## config.mk

```make
export PLATFORM = sky130hd
export DESIGN_NAME = kxc_ctrl
export DESIGN_NICKNAME = d
export VERILOG_FILES = /design/src/rtl/kxc_pkg.sv /design/src/rtl/kxc_ctrl.sv
export SDC_FILE = /design/constraint.sdc
export NUM_CORES = 1
export LEC_CHECK = 0
export ABC_CLOCK_PERIOD_IN_PS = 1300
export BUFFER_PORTS_ARGS = -buffer_cell sky130_fd_sc_hd__buf_2
export CORE_AREA = 10 10 47 49
export CTS_CLUSTER_SIZE = 14
export DETAILED_ROUTE_END_ITERATION = 7
export DIE_AREA = 0 0 57 59
export HOLD_SLACK_MARGIN = 0.03
export SYNTH_ARGS = -nofsm -noshare
export SYNTH_HDL_FRONTEND = slang
export SYNTH_SLANG_ARGS = --single-unit
```

## constraint.sdc

```tcl
create_clock -name clk -period 1.3 [get_ports clk]
set_input_delay 0 -clock clk [delete_from_list [all_inputs] [get_ports clk]]
set_output_delay 0 -clock clk [all_outputs]
set_load 0.01 [all_outputs]
```

## src/rtl/kxc_pkg.sv

```systemverilog
`default_nettype none

package kxc_pkg;

  // Item operation codes.
  localparam logic [1:0] OP_LOAD = 2'd0;
  localparam logic [1:0] OP_ENC  = 2'd1;
  localparam logic [1:0] OP_DEC  = 2'd2;
  localparam logic [1:0] OP_RSVD = 2'd3;

  // Result status codes.
  localparam logic [1:0] ST_OK     = 2'd0;
  localparam logic [1:0] ST_PASS   = 2'd1;
  localparam logic [1:0] ST_BEYOND = 2'd2;

  // Minimal-standard generator constants, Schrage form.
  localparam logic [31:0] GEN_RECIP = 32'h834E_0B5F;
  localparam logic [16:0] GEN_Q     = 17'd127773;
  localparam logic [14:0] GEN_MUL   = 15'd16807;
  localparam logic [11:0] GEN_R     = 12'd2836;
  localparam logic [31:0] GEN_ADD   = 32'd123;
  localparam logic [31:0] GEN_FIX   = 32'h7FFF_FFFF;

  // Commands from the controller to the datapath.
  typedef struct packed {
    logic capture;    // latch the accepted request
    logic load_init;  // take the key, reset chain and position
    logic set_pass;   // result is the word unchanged, pass-through status
    logic prep;       // apply first_word to chain and position
    logic read;       // issue the table read at the current position
    logic xform;      // compute the word and update chain and position
    logic g_mul;      // generator: reciprocal multiply
    logic g_quo;      // generator: quotient products
    logic g_rem;      // generator: remainder
    logic g_scale;    // generator: remainder times multiplier
    logic g_sum;      // generator: final sum, fix-up and table write
    logic out_load;   // move the finished result into the output register
  } kxc_cmd_t;

  // Status from the datapath to the controller.
  typedef struct packed {
    logic is_load;
    logic pass;
    logic word_zero;
    logic gen_last;
    logic out_full;
  } kxc_stat_t;

endpackage

`default_nettype wire

```

## src/rtl/kxc_ctrl.sv

```systemverilog
`default_nettype none

module kxc_ctrl (
  input  logic              clk,
  input  logic              rst,
  input  logic              item_valid,
  output logic              item_ready,
  input  kxc_pkg::kxc_stat_t stat,
  output kxc_pkg::kxc_cmd_t  cmd
);

  localparam logic [3:0] S_IDLE   = 4'd0;
  localparam logic [3:0] S_DECIDE = 4'd1;
  localparam logic [3:0] S_G1     = 4'd2;
  localparam logic [3:0] S_G2     = 4'd3;
  localparam logic [3:0] S_G3     = 4'd4;
  localparam logic [3:0] S_G4     = 4'd5;
  localparam logic [3:0] S_G5     = 4'd6;
  localparam logic [3:0] S_RD     = 4'd7;
  localparam logic [3:0] S_XF     = 4'd8;
  localparam logic [3:0] S_FIN    = 4'd9;

  logic [3:0] state;
  logic [3:0] state_next;

  always_ff @(posedge clk) begin
    if (rst) begin
      state <= S_IDLE;
    end else begin
      state <= state_next;
    end
  end

  assign item_ready = (state == S_IDLE);

  always_comb begin
    state_next = state;
    cmd        = '0;
    unique case (state)
      S_IDLE: begin
        if (item_valid) begin
          cmd.capture = 1'b1;
          state_next  = S_DECIDE;
        end
      end
      S_DECIDE: begin
        if (stat.is_load) begin
          cmd.load_init = 1'b1;
          state_next    = stat.word_zero ? S_FIN : S_G1;
        end else if (stat.pass) begin
          cmd.set_pass = 1'b1;
          state_next   = S_FIN;
        end else begin
          cmd.prep   = 1'b1;
          state_next = S_RD;
        end
      end
      S_G1: begin
        cmd.g_mul  = 1'b1;
        state_next = S_G2;
      end
      S_G2: begin
        cmd.g_quo  = 1'b1;
        state_next = S_G3;
      end
      S_G3: begin
        cmd.g_rem  = 1'b1;
        state_next = S_G4;
      end
      S_G4: begin
        cmd.g_scale = 1'b1;
        state_next  = S_G5;
      end
      S_G5: begin
        cmd.g_sum  = 1'b1;
        state_next = stat.gen_last ? S_FIN : S_G1;
      end
      S_RD: begin
        cmd.read   = 1'b1;
        state_next = S_XF;
      end
      S_XF: begin
        cmd.xform  = 1'b1;
        state_next = S_FIN;
      end
      S_FIN: begin
        if (!stat.out_full) begin
          cmd.out_load = 1'b1;
          state_next   = S_IDLE;
        end
      end
      default: begin
        state_next = S_IDLE;
      end
    endcase
  end

endmodule

`default_nettype wire

```

# Word level (Yosys, flattened, before mapping)
# Cells that the tools add are included.
# word_totals
register_bits	4
in_bits	8
out_inout_bits	13
elab_cells	37
# op_classes
eq_ne	11
mux	23
reduce_logical	2
# ops
cell	n
case mux 4 bit (10 select lines)	1
2-to-1 mux 4 bit	6
== test 4 x 3 -> 1 bit, second input constant	4
2-to-1 mux 1 bit	14
== test 4 x 2 -> 1 bit, second input constant	2
== test 4 bit, second input constant	2
== test 4 x 1 -> 1 bit, second input constant	1
logical NOT 4 bit	1
inequality test 2 bit, second input constant	2
2-to-1 mux 3 bit	1
2-to-1 mux 2 bit	1
AND reduction 2 bit	1

# Logic depth before layout (Yosys ltp)
# depth
depth_word	3
ltp_mapped	5
depth_no_buf	4

# Least setup slack after synthesis
# Ideal clock, no wire load.
# synth_path
path_type	reg2out
startpoint	register state[0]
endpoint	output cmd[11] (netlist name)
t_arrival_ns	1.243
required_ns	1.300
setup_slack_ns	0.057
path_stages_with_launch	4
path_buffers	1
cell_sequence	dfxtp_1 buf_2 nor4_1 and2_1
# synth_lines
item	line	text
start, declared	kxc_ctrl.sv:23	logic [3:0] state;
start signal, assigned	kxc_ctrl.sv:30	state <= state_next;
end, declared	kxc_ctrl.sv:9	output kxc_pkg::kxc_cmd_t cmd

# Final worst setup path
# layout_path
startpoint	register state[2]
endpoint	register state[0]
# layout_via
elab_chain_cells	3
word_cells_on_any_way	14
classes_between	eq/ne: 11; mux: 1; reduce/logical: 2
# layout_lines
item	line	text
== test 4 bit / logical NOT 4 bit (equally long branches)	kxc_ctrl.sv:39	unique case (state)
inequality test 2 bit (no line)	--	
AND reduction 2 bit (no line)	--	
# Several ways; a longest one is shown, not always the timed one.
# A chain may end at the register's enable or synchronous reset.

==> run metrics <==
status finished clean; crit path kind flop to flop; port buffer count 20; peak supply drop 0.920 mV; Post-Syn Nets 66; largest family of logic cells by synthesized area simple AND/OR/NAND/NOR gates; CTS tree done; mean post-synth cell area 6.82 sq um; die width 57 um; register area share after synthesis 0.203; fin cells 104; root buf cell clkbuf_4; max reg flops 4; f_max 772 MHz; Worst path slowest cell or3b_4; family with the most delay on the worst path simple AND/OR/NAND/NOR gates; final instance area 673 sq um; P_leak 0.324 nW; drt drc 0; Synth Warn # 0; CTS max path bufs 2; area occupied by multi-input gates 332 sq um; RSZ-0062 raised after global routing yes; Critical Path AT 1.44 ns; worst hold path type primary input to flop; drt initial violations 5; CP Capture Type flop; crit-path max cell delay 0.43 ns; CP max FO 8; Clk pin slew, worst setup/hold paths 0.04 ns; Yosys top cell area share 0.203; initial antenna violation count 0; Core Area 1400 sq um; Initial Util 0.282; Synth Area in XOR/XNOR 0; endpoints failing setup 0; synth top area cells dfxtp_1 (20%), nor3_1 (7.6%), nor2_1 (6.6%), nand2_1 (5.7%), nor2b_1 (4.7%); post-synthesis simple-gate area fraction 0.440; max cap viols 0; met1 usage 0.0717; aggregate global-route resource usage 0.0771; H-tree depth 1; vias per cell 5.11; Tot Pwr 1.18 mW; total gr overflow 0; vias in the first global route 518; cell accounting for the most synthesized area dfxtp_1; Worst slew margin 0.795; top flop regs state (4); met3 Use GR 0.0343; TNS Setup 0 ns; Final #Nets 98; post-synthesis cell type count 28; Slew Viols, Final 0; Final Hold Vio Count 0; Tightest Pin Transition 0.299 ns; register with the most flip-flops state; Detail Route Antenna Nets 0; cell area after synthesis 395 sq um; compound-cell area share of the yosys netlist 0.253; register area 86.3 sq um; Routed WL per cell 12.9 um; CTS Sinks 4; minimum clock period 1.30 ns; total wire length 1350 um; RePlAce Congestion 0.865; Synth Area in Adders 0; Layout area overhead 70.3%; Required @ worst endpoint 1.45 ns; largest net degree at the start of global routing 11; DRT Pass-1 Iters 2; clk_skew 0.00653 ns; CP bufs+invs 0; DP HPWL 1030 um; register bit count reported by yosys 4; met2 Use GR 0.133; part of the cycle the worst path needs 0.997; Via Count 531; Row Count 14; first-pass GRT wire length 2100 um; FILL cells 146; layout cell share with drive strength beyond 1 0.523; Skew-Pair Late Insertion Delay 0.23 ns; die footprint 3360 sq um; critical path cell sequence or3b_4 -> a21oi_4 -> a21oi_2 -> o31ai_2; number of buffers created by CTS 3; GRT busiest layer met2; Worst Setup Start Kind flop; dpl cells 99; Power Density 1750 nW/um^2; I/O pin count 21; mux share of post-synthesis cell area 0.0285; die height 59 um; Post-Place Cell Area 573 sq um; Diodes inserted 0; Cells after Synth 58
## layout by cell type (no fill, tap or decap), types with 2 or more instances in the layout
cell type	n
nor2b_1	2
nor2_2	2
nand2_1	6
nor2_1	5
nor3_1	6
nand2b_1	2
a21oi_1	2
buf_6	2
o21ai_0	2
buf_2	20
buf_4	7
and2_1	2
dfxtp_2	2
inv_1	2
and3_1	2
clkbuf_4	3
## final cells by class
class	count	area share
timing repair buffer	31	0.305
multi-input combinational	48	0.493
inverter	2	0.0112
clock buffer	3	0.0335
sequential	4	0.128
tap	16	0.0297
## worst paths after layout
path	cells after the start	startpoint	slack (ns)	to
setup / recovery	4	state[2]$_SDFFE_PP0P_	0.004	state[0]$_SDFFE_PP0P_
hold / removal	4	stat[0]	0.15	state[0]$_SDFFE_PP0P_
setup reg to reg	4	state[2]$_SDFFE_PP0P_	0.004	state[0]$_SDFFE_PP0P_
hold reg to reg	2	state[3]$_SDFFE_PP0P_	0.61	state[2]$_SDFFE_PP0P_
## what timing repair did
item | 4_1_cts | 5_1_grt
setup endpoints to repair | 4 | 10
hold endpoints to repair | 4 | 0
hold buffers | 1 | 0
resized for setup | 4 | 12
pin swaps | 0 | 4
setup buffers | 0 | 1
## report_power, final
| group | switching [mW] | leakage, nW | internal, mW | total (mW) |
|---|---|---|---|---|
| logic | 0.401 | 0.276 | 0.409 | 0.810 |
| clock network | 0.0477 | 0.0138 | 0.103 | 0.151 |
| registers | 0.0464 | 0.0342 | 0.168 | 0.215 |
## worst register-to-register path: stages, from the launching register on
cell     delay (ns)
dfxtp_4        0.36
or3b_4         0.43
a21oi_4        0.18
a21oi_2        0.05
o31ai_2        0.20
## kinds of logic (layout without fill, tap and decap cells)
group	after synthesis	in the layout
muxes	1	1
and+or+nand+nor	33	33
AOI/OAI and AO/OA	14	14
DFF	4	4
buffers and inverters	6	36
## per-layer routing
metal | share of wire | routed length, um
met1 | 0.41 | 548
met2 | 0.52 | 696
met3 | 0.062 | 84
met4 | 0.011 | 15
met5 | 0 | 0
## Yosys cell counts (all sizes together)
| cell type | n |
|---|---|
| mux2 | 1 |
| and3 | 2 |
| nand4b | 1 |
| or3b | 1 |
| nand2b | 2 |
| o21ai | 2 |
| nor3 | 6 |
| nand2 | 6 |
| buf | 4 |
| nor2b | 3 |
| and2 | 2 |
| a22oi | 1 |
| nor2 | 7 |
| o21bai | 1 |
| a21oi | 4 |
| a21o | 1 |
| or4 | 1 |
| nor3b | 1 |
| nor4 | 1 |
| a31oi | 1 |
| o22a | 1 |
| o31ai | 2 |
| a2111oi | 1 |
| inv | 2 |
| dfxtp | 4 |
## through the flow
step                utilization  hold slack [ns]  setup slack, ns
floorplan                     -           0.0503           0.0567
global placement          0.409            0.236           0.0307
detailed placement        0.409            0.239           0.0247
CTS                       0.443            0.150          0.00525
global route              0.480            0.148          -0.0340
finish                    0.480            0.149          0.00410
(Power assumes the default switching activity.)
